==> config.mk <==
export PLATFORM = sky130hd
export DESIGN_NAME = efr_cell
export DESIGN_NICKNAME = d
export VERILOG_FILES = /design/src/hdl/efr_pkg.sv /design/src/hdl/efr_cell.sv
export SDC_FILE = /design/constraint.sdc
export NUM_CORES = 1
export LEC_CHECK = 0
export ABC_AREA = 1
export BUFFER_PORTS_ARGS = -buffer_cell sky130_fd_sc_hd__buf_4
export CORE_AREA = 10 10 209 211
export CTS_CLUSTER_DIAMETER = 150
export DETAILED_ROUTE_END_ITERATION = 10
export DIE_AREA = 0 0 219 221
export SLEW_MARGIN = 20
export SYNTH_ARGS = -nofsm -noshare
export SYNTH_HDL_FRONTEND = slang
export SYNTH_SLANG_ARGS = --single-unit
==> constraint.sdc <==
create_clock -name clk -period 9.85 [get_ports clk]
set_input_delay 1.4775 -clock clk [delete_from_list [all_inputs] [get_ports clk]]
set_output_delay 1.4775 -clock clk [all_outputs]
set_load 0.005 [all_outputs]
==> src/hdl/efr_pkg.sv <==
// Shared types and constants for the ranked event frequency table.
// No dependencies; used by efr_cell and event_frequency_table_ranked.
`default_nettype none
package efr_pkg;
  localparam int TABLE_DEPTH_DEF = 64;
  localparam int USED_W          = 7;
  localparam int IDX_W           = 6;
  localparam int ID_W            = 16;
  localparam int COUNT_W         = 32;
  localparam int TOTAL_W         = 64;

  localparam logic [1:0] ST_RECORDED = 2'd0;
  localparam logic [1:0] ST_ENTRY    = 2'd1;
  localparam logic [1:0] ST_FULL     = 2'd2;
  localparam logic [1:0] ST_EMPTY    = 2'd3;

  localparam logic CMD_RECORD = 1'b0;
  localparam logic CMD_REPORT = 1'b1;

  typedef struct packed {
    logic [ID_W-1:0]    id;
    logic [COUNT_W-1:0] count;
    logic [TOTAL_W-1:0] total;
    logic [IDX_W-1:0]   idx;
  } entry_t;

  typedef enum logic [2:0] {
    CELL_HOLD,
    CELL_TAKE_UP,
    CELL_TAKE_DN,
    CELL_LOAD,
    CELL_BUMP
  } cell_op_t;

  typedef enum logic [1:0] {
    S_IDLE,
    S_SORT,
    S_ROT
  } state_t;
endpackage
`default_nettype wire

==> src/hdl/efr_cell.sv <==
// One table cell: holds an entry, trades it with its neighbors, bumps it.
// Depends on efr_pkg.
`default_nettype none
module efr_cell (
  input  wire logic                        clk,
  input  wire efr_pkg::cell_op_t           op,
  input  wire efr_pkg::entry_t             up,
  input  wire efr_pkg::entry_t             dn,
  input  wire efr_pkg::entry_t             new_entry,
  input  wire logic [efr_pkg::ID_W-1:0]    key,
  input  wire logic [efr_pkg::TOTAL_W-1:0] dur,
  output efr_pkg::entry_t                  q,
  output logic                             match
);
  efr_pkg::entry_t q_next;

  assign match = (q.id == key);

  always_comb begin
    q_next = q;
    case (op)
      efr_pkg::CELL_HOLD:    q_next = q;
      efr_pkg::CELL_TAKE_UP: q_next = up;
      efr_pkg::CELL_TAKE_DN: q_next = dn;
      efr_pkg::CELL_LOAD:    q_next = new_entry;
      efr_pkg::CELL_BUMP: begin
        // saturate the count, wrap the total
        if (q.count != {efr_pkg::COUNT_W{1'b1}}) q_next.count = q.count + 1'b1;
        q_next.total = q.total + dur;
      end
      default: q_next = q;
    endcase
  end

  always_ff @(posedge clk) begin
    q <= q_next;
  end
endmodule
`default_nettype wire

==> summary.md, run 1 <==
| Metric | Value |
|---|---|
| Reg with most FFs | q |
| Count of flip-flops with a built-in enable after synthesis | 118 |
| Floorplan core area | 39460 um2 |
| Drt first-iter violations | 1280 |
| Cell with the most instances after synthesis | sky130_fd_sc_hd__nand2_1 |
| Clock transition at the registers of the reported paths | 0.06 ns |
| Die area | 48400 um2 |
| Half-perimeter wire length after placement | 61130 um |
| Setup TNS after final layout | 0 ns |
| Max-slew violation count | 0 |
| Result of the run | finished, final reports clean |
| Total congestion overflow | 0 |
| # resized after CTS | 0 |
| Setup repair after global routing missed its margin | false |
| Worst hold slack after final layout | 0.7067 ns |
| Netlist area before placement | 13090 um2 |
| First-pass iteration count of the detailed router | 6 |
| Worst hold path stage count | 3 |
| Aggregate routed wire length | 71880 um |
| Average wire length per cell after detail routing | 21.85 um |
| Reg2Reg Depth | 13 |
| FF+latch count, synth | 118 |
| CP endpoint kind | flop |
| Num Clock Sinks | 118 |
| H-tree lvl count | 4 |
| Clock latency on the worst-skew pair | 0.48 ns |
| Final hold vios | 0 |
| Total via count after detailed routing | 16340 |
| Syn Area/Cell | 5.932 um2 |
| Number of core rows | 73 |
| Synth-to-Final Area Change | 40.51% |
| Endpoints failing setup | 0 |
| Type of the worst min-delay path | flop to flop |
| TritonCTS buffer count | 17 |
| Transition time at the pin with the least slew margin | 1.084 ns |
| Leak | 9.706 nW |
| Maximum clock path buffer count | 2 |
| Worst-case clock skew | 0.01685 ns |
| Sort of element at the start of the critical path | input pin |
| Number of routed nets with antenna violations | 0 |
| Fin crit period | 4.206 ns |
| Final-layout fill cell count | 4356 |
| Synthesized netlist net count | 2709 |
| Peak ir drop on the vdd network | 0.09537 mV |
| Number of top-level design ports | 557 |
| Top_reg_cell synth | sky130_fd_sc_hd__edfxtp_1 |
| Distinct cell type count after synthesis | 44 |
| Maximum fanout encountered on the critical timing path | 74 |
| Required time at the endpoint of the critical path | 10.18 ns |
| Highest Clock Rate | 237.8 MHz |
| Top cells by instance count after synthesis | sky130_fd_sc_hd__nand2_1, sky130_fd_sc_hd__inv_1, sky130_fd_sc_hd__nand3_1 |
| Initial cell density of the core | 0.3317 |
| Cell types occupying the most area after synthesis | sky130_fd_sc_hd__nand2_1, sky130_fd_sc_hd__edfxtp_1, sky130_fd_sc_hd__inv_1 |
| Count of maximum capacitance violations | 0 |
| Number of nets at the end of the flow | 3246 |
| Number of buffer cells added on primary ports | 556 |
| Largest net degree at the start of global routing | 75 |
| GRT Resource Usage Total | 0.2869 |
| Area occupied by multi-input gates | 7983 um2 |
| Hold_buf cts | 0 |
| Initial antenna violation count | 16 |
| Post-CTS repair timing setup buffer count | 0 |
| Vias per std cell | 4.966 |
| Share of the yosys chip area belonging to registers | 0.2708 |
| Wire length of the first global-routing pass | 104000 um |
| GPL Wtd Cong | 0.9597 |
| Floorplan die width | 219 um |
| Cell taking the most area after synthesis | sky130_fd_sc_hd__nand2_1 |
| Critical path arrival | 4.53 ns |
| Synthesized instance count | 2206 |
| Crit share post-route | 0.4270 |
| Fraction of final layout cells with drive strength greater than 1 | 0.2438 |
| Post-synth ARST share | 0 |
| Area of all sequential standard cells | 3543 um2 |
| Clock tree from TritonCTS | built |
| Height of the die | 221 um |
| Regs by FF count | q x118 |
| Root buffer cell | sky130_fd_sc_hd__clkbuf_16 |
| Vias in the first global route | 16190 |
| Cell Pwr Density | 119.0 nW/um2 |
| DRC violations left | 0 |
| Relative slew margins | 0.2776 |
| Top cell type's share of synthesized area | 0.2845 |
| Yosys synthesis warning count | 0 |
| Critical path type | input pin to flop |
| Largest register FFs | 118 |
power breakdown:
part,total (mW),internal (mW),switching (mW)
sequential,0.674,0.622,0.0519
clock,0.627,0.346,0.281
combinational,0.888,0.362,0.526
final cells by class:
class,instances,area share
flip-flops and latches,118,0.1927
diodes,9,0.001225
multi-input cells,1671,0.4341
well taps,525,0.03572
inverters,371,0.07574
repair buffers,564,0.2303
clock inverters,15,0.007077
clock buffers,17,0.02314
routing by layer:
metal	vias to the layer above	share of wire	GRT usage
li1	8094	-	-
met1	7604	0.41	0.3375
met2	537	0.49	0.4890
met3	82	0.076	0.08404
met4	20	0.025	0.08956
met5	-	0.0022	0.007284
cells in the final DEF (no fill, tap or decap), types with 2 or more instances in the layout:
cell | netlist | routed
sky130_fd_sc_hd__nand2_2 | 8 | 8
sky130_fd_sc_hd__o2111ai_1 | 8 | 8
sky130_fd_sc_hd__edfxtp_1 | 118 | 118
sky130_fd_sc_hd__nor3_2 | 6 | 6
sky130_fd_sc_hd__nor2_4 | 4 | 8
sky130_fd_sc_hd__nor2_2 | 14 | 11
sky130_fd_sc_hd__nor4_1 | 3 | 3
sky130_fd_sc_hd__or2_2 | 27 | 26
sky130_fd_sc_hd__clkinv_1 | 1 | 2
sky130_fd_sc_hd__nand2_1 | 992 | 992
sky130_fd_sc_hd__a21oi_1 | 66 | 66
sky130_fd_sc_hd__inv_2 | 7 | 8
sky130_fd_sc_hd__o21ai_0 | 23 | 23
sky130_fd_sc_hd__clkinvlp_4 | 0 | 5
sky130_fd_sc_hd__clkbuf_16 | 0 | 17
sky130_fd_sc_hd__inv_6 | 0 | 3
sky130_fd_sc_hd__nand3b_1 | 7 | 7
sky130_fd_sc_hd__clkinv_4 | 0 | 2
sky130_fd_sc_hd__nand3_2 | 3 | 3
sky130_fd_sc_hd__nand4_1 | 94 | 94
sky130_fd_sc_hd__nor4b_1 | 2 | 2
sky130_fd_sc_hd__nor3_1 | 24 | 24
sky130_fd_sc_hd__xnor2_1 | 15 | 15
sky130_fd_sc_hd__xor2_1 | 4 | 4
sky130_fd_sc_hd__inv_1 | 363 | 362
sky130_fd_sc_hd__nand3_1 | 157 | 157
sky130_fd_sc_hd__ha_1 | 64 | 64
sky130_fd_sc_hd__clkinv_2 | 0 | 3
sky130_fd_sc_hd__a221oi_1 | 8 | 8
sky130_fd_sc_hd__diode_2 | 0 | 9
sky130_fd_sc_hd__buf_4 | 1 | 564
sky130_fd_sc_hd__nor2_1 | 122 | 121
sky130_fd_sc_hd__o21bai_1 | 3 | 3
sky130_fd_sc_hd__o21ai_1 | 2 | 2
sky130_fd_sc_hd__nand3_4 | 2 | 2
sky130_fd_sc_hd__nor4_2 | 2 | 2
critical path, stage by stage:
cell                      delay, ns
sky130_fd_sc_hd__buf_4         0.11
sky130_fd_sc_hd__nor2_1        0.07
sky130_fd_sc_hd__nand2_1       0.07
sky130_fd_sc_hd__buf_4         0.37
sky130_fd_sc_hd__inv_2         0.07
sky130_fd_sc_hd__buf_4         0.44
sky130_fd_sc_hd__nor2_4        0.83
sky130_fd_sc_hd__buf_4         0.73
sky130_fd_sc_hd__nand2_1       0.15
sky130_fd_sc_hd__nand4_1       0.13
worst paths after layout:
path                                     start              end  slack [ns]
worst max-delay path                     op[0]  q[83]$_DFFE_PP_        5.64
worst min register to register  q[6]$_DFFE_PP_   q[6]$_DFFE_PP_        0.71
worst max register to register  q[6]$_DFFE_PP_  q[60]$_DFFE_PP_        6.99
worst min-delay path            q[6]$_DFFE_PP_   q[6]$_DFFE_PP_        0.71
stage by stage:
stage	instances	setup slack [ns]	util	total power, mW	instance area [um2]
3_3_place_gp	3249	4.783	0.4512	1.562	17800
5_1_grt	3286	5.439	0.4658	2.319	18380
6_report	3290	5.644	0.4660	2.189	18390
3_5_place_dp	3249	5.083	0.4514	1.569	17810
2_1_floorplan	2206	5.062	-	1.132	13090
4_1_cts	3281	5.591	0.4654	2.201	18370
cells by family after synthesis:
logic type / Yosys count / synth area share
xor+xnor: 19 / 0.01272
flops: 118 / 0.2708
buf+inv: 417 / 0.1211
simple gates: 1470 / 0.4810
fa+ha+maj: 65 / 0.06272
compound gates: 117 / 0.05163
(Power assumes the default switching activity.)
==> run 2: changes to the inputs <==
==> constraint.sdc (replaced) <==
create_clock -name clk -period 3.87 [get_ports clk]
set_input_delay 0.5805 -clock clk [delete_from_list [all_inputs] [get_ports clk]]
set_output_delay 0.5805 -clock clk [all_outputs]
set_load 0.005 [all_outputs]
==> run 2 against run 1 <==
  * Clock skew shrank 0.0020 ns
  * Routed wire length grew 0.20%
  * Largest power group unchanged
  * Die area unchanged
  * Largest cell class unchanged
==> summary.md, run 2 (synthesis results as in run 1) <==
| Metric | Value |
|---|---|
| Floorplan die width | 219 um (unchanged) |
| Type of the worst min-delay path | input pin to flop (was flop to flop) |
| Worst-case clock skew | 0.01482 ns (was 0.01685 ns) |
| Drt first-iter violations | 1277 (was 1280) |
| Total congestion overflow | 0 (unchanged) |
| Largest register FFs | 118 (unchanged) |
| Start point of the critical path | q[19]$_DFFE_PP_ (was op[0]) |
| Cell Pwr Density | 311.5 nW/um2 (was 119.0 nW/um2) |
| Max-slew violation count | 0 (unchanged) |
| Setup TNS after final layout | 0 ns (unchanged) |
| Largest delay share family, worst path | simple AND/OR/NAND/NOR gates (was buffers and inverters) |
| Clock tree from TritonCTS | built (unchanged) |
| Vias in the first global route | 16360 (was 16190) |
| Initial antenna violation count | 14 (was 16) |
| Total internal power | 3.596 mW (was 1.330 mW) |
| Sort of element at the start of the critical path | flop (was input pin) |
| Relative slew margins | 0.5299 (was 0.2776) |
| Required time at the endpoint of the critical path | 4.05 ns (was 10.18 ns) |
| Initial cell density of the core | 0.3317 (unchanged) |
| Crit share post-route | 0.7146 |
| # resized after CTS | 0 (unchanged) |
| Number of nets at the end of the flow | 3253 (was 3246) |
| Critical path arrival | 2.94 ns (was 4.53 ns) |
| Maximum fanout encountered on the critical timing path | 5 (was 74) |
| Floorplan core area | 39460 um2 (unchanged) |
| H-tree lvl count | 4 (unchanged) |
| Crit path cell chain | ha_1 -> nand2_1 -> nor2_2 -> nand2_1 -> nor2_1 -> nand2_1 -> nand3_1 -> nand3_1 -> nand2_1 -> nand2_1 -> nand3_1 -> nand4_1 (was buf_4 -> nor2_1 -> nand2_1 -> buf_4 -> inv_2 -> buf_4 -> nor2_4 -> buf_4 -> nand2_1 -> nand4_1) |
| Average wire length per cell after detail routing | 21.87 um (was 21.85 um) |
| Total via count after detailed routing | 16320 (was 16340) |
| Beginning of the worst hold path | dn[5] (was q[6]$_DFFE_PP_) |
| Endpoints failing setup | 0 (unchanged) |
| Clock transition at the registers of the reported paths | 0.07 ns (was 0.06 ns) |
| Net switching power figure | 2.178 mW (was 0.8590 mW) |
| DRC violations left | 0 (unchanged) |
| Combinational share of power | 0.394 (was 0.406) |
| Worst reg2reg startpoint | q[19]$_DFFE_PP_ (was q[6]$_DFFE_PP_) |
| Number of top-level design ports | 557 (unchanged) |
| Leak | 9.791 nW (was 9.706 nW) |
| Number of buffer cells added on primary ports | 556 (unchanged) |
| Fraction of final layout cells with drive strength greater than 1 | 0.2455 (was 0.2438) |
| Critical path's most frequent cell | sky130_fd_sc_hd__nand2_1 (was sky130_fd_sc_hd__buf_4) |
| Switching share of power | 0.3772 (was 0.3925) |
| CP endpoint kind | flop (unchanged) |
| Share of power burned in registers | 0.296 (was 0.308) |
| Die area | 48400 um2 (unchanged) |
| Regs by FF count | q x118 (unchanged) |
| Highest-delay cell along the critical path | sky130_fd_sc_hd__edfxtp_1 (was sky130_fd_sc_hd__nor2_4) |
| Hold_buf cts | 0 (unchanged) |
| Number of routed nets with antenna violations | 0 (unchanged) |
| Peak ir drop on the vdd network | 0.2787 mV (was 0.09537 mV) |
| Number of core rows | 73 (unchanged) |
| Transition time at the pin with the least slew margin | 0.7035 ns (was 1.084 ns) |
| Highest Clock Rate | 361.6 MHz |
| Post-CTS repair timing setup buffer count | 0 (unchanged) |
| Final-layout fill cell count | 4300 (was 4356) |
| Wire length of the first global-routing pass | 104300 um (was 104000 um) |
| Clk network pwr share | 0.310 (was 0.286) |
| Critical path type | flop to flop (was input pin to flop) |
| Largest stage delay, worst path | 0.40 ns (was 0.83 ns) |
| Vias per std cell | 4.953 (was 4.966) |
| Setup repair after global routing missed its margin | false (unchanged) |
| Final hold vios | 0 (unchanged) |
| Result of the run | finished, final reports clean (unchanged) |
| Root buffer cell | sky130_fd_sc_hd__clkbuf_16 (unchanged) |
| Most common cell after layout, fill and taps aside | sky130_fd_sc_hd__nand2_1 (unchanged) |
| TritonCTS buffer count | 17 (unchanged) |
| Height of the die | 221 um (unchanged) |
| Aggregate routed wire length | 72030 um (was 71880 um) |
| Synth-to-Final Area Change | 41.66% (was 40.51%) |
| Clock latency on the worst-skew pair | 0.45 ns (was 0.48 ns) |
| First-pass iteration count of the detailed router | 5 (was 6) |
| Count of maximum capacitance violations | 0 (unchanged) |
| Num Clock Sinks | 118 (unchanged) |
| GPL Wtd Cong | 0.9673 (was 0.9597) |
| Most frequent cells in the layout | sky130_fd_sc_hd__nand2_1, sky130_fd_sc_hd__buf_4, sky130_fd_sc_hd__inv_1 (unchanged) |
| Reg with most FFs | q (unchanged) |
| Largest net degree at the start of global routing | 63 (was 75) |
| Utilization of the core after routing | 0.4698 (was 0.4660) |
| GRT Resource Usage Total | 0.2861 (was 0.2869) |
| Fin crit period | 2.766 ns |
| Half-perimeter wire length after placement | 61590 um (was 61130 um) |
| Critical path buffers and inverters | 0 (was 5) |
| Maximum clock path buffer count | 2 (unchanged) |
[run 2: cell type report]
cell class              instances  area (um2)  area share
multi-input cells            1671        7978      0.4303
repair buffers                571        4324      0.2333
flip-flops and latches        118        3543      0.1911
inverters                     371        1393     0.07512
well taps                     525       656.9     0.03543
clock buffers                  18       429.2     0.02315
clock inverters                13       196.4     0.01060
diodes                          7       17.52   0.0009449
[run 2: path summary, 6_finish.rpt]
kind	to	slack (ns)	cells past startpoint
hold reg to reg	q[6]$_DFFE_PP_	0.73	3
setup reg to reg	q[45]$_DFFE_PP_	1.10	12
hold / removal	q[5]$_DFFE_PP_	0.41	3
setup / recovery	q[45]$_DFFE_PP_	1.10	12
[run 2: worst register-to-register path, stage by stage (launching register included)]
cell	delay (ns)
sky130_fd_sc_hd__edfxtp_1	0.40
sky130_fd_sc_hd__ha_1	0.39
sky130_fd_sc_hd__nand2_1	0.13
sky130_fd_sc_hd__nor2_2	0.27
sky130_fd_sc_hd__nand2_1	0.19
sky130_fd_sc_hd__nor2_1	0.13
sky130_fd_sc_hd__nand2_1	0.06
sky130_fd_sc_hd__nand3_1	0.37
sky130_fd_sc_hd__nand3_1	0.21
sky130_fd_sc_hd__nand2_1	0.10
sky130_fd_sc_hd__nand2_1	0.05
sky130_fd_sc_hd__nand3_1	0.07
sky130_fd_sc_hd__nand4_1	0.10
[run 2: per-stage QoR]
| stage | hold slack, ns | power [mW] | instance area (um2) | std cells | setup slack, ns |
|---|---|---|---|---|---|
| 5_1_grt | 0.3893 | 6.118 | 18530 | 3292 | 0.8591 |
| 4_1_cts | 0.3865 | 5.803 | 18500 | 3286 | 1.125 |
| 3_5_place_dp | 0.7007 | 3.996 | 17870 | 3255 | 0.8758 |
| 3_3_place_gp | 0.7231 | 3.994 | 17870 | 3255 | 0.8827 |
| 6_report | 0.4109 | 5.774 | 18540 | 3294 | 1.104 |
| 2_1_floorplan | 0.6289 | 2.881 | 13090 | 2206 | 0.3037 |
[run 2: per-layer routing]
layer / global-route usage / up-vias / part of all wire
met1: 0.3416 / 7559 / 0.41
met4: 0.06739 / 12 / 0.019
met2: 0.4946 / 579 / 0.49
met3: 0.08035 / 67 / 0.078
li1: - / 8099 / -
met5: 0 / - / 0.0012
[run 2: power groups by stage]
stage | Combinational [mW] | Clock, mW | Sequential, mW
3_3_place_gp | 2.26 | 0 | 1.73
4_1_cts | 2.27 | 1.82 | 1.71
5_1_grt | 2.52 | 1.87 | 1.72
2_1_floorplan | 1.18 | 0 | 1.70
6_report | 2.28 | 1.79 | 1.71
3_5_place_dp | 2.26 | 0 | 1.73
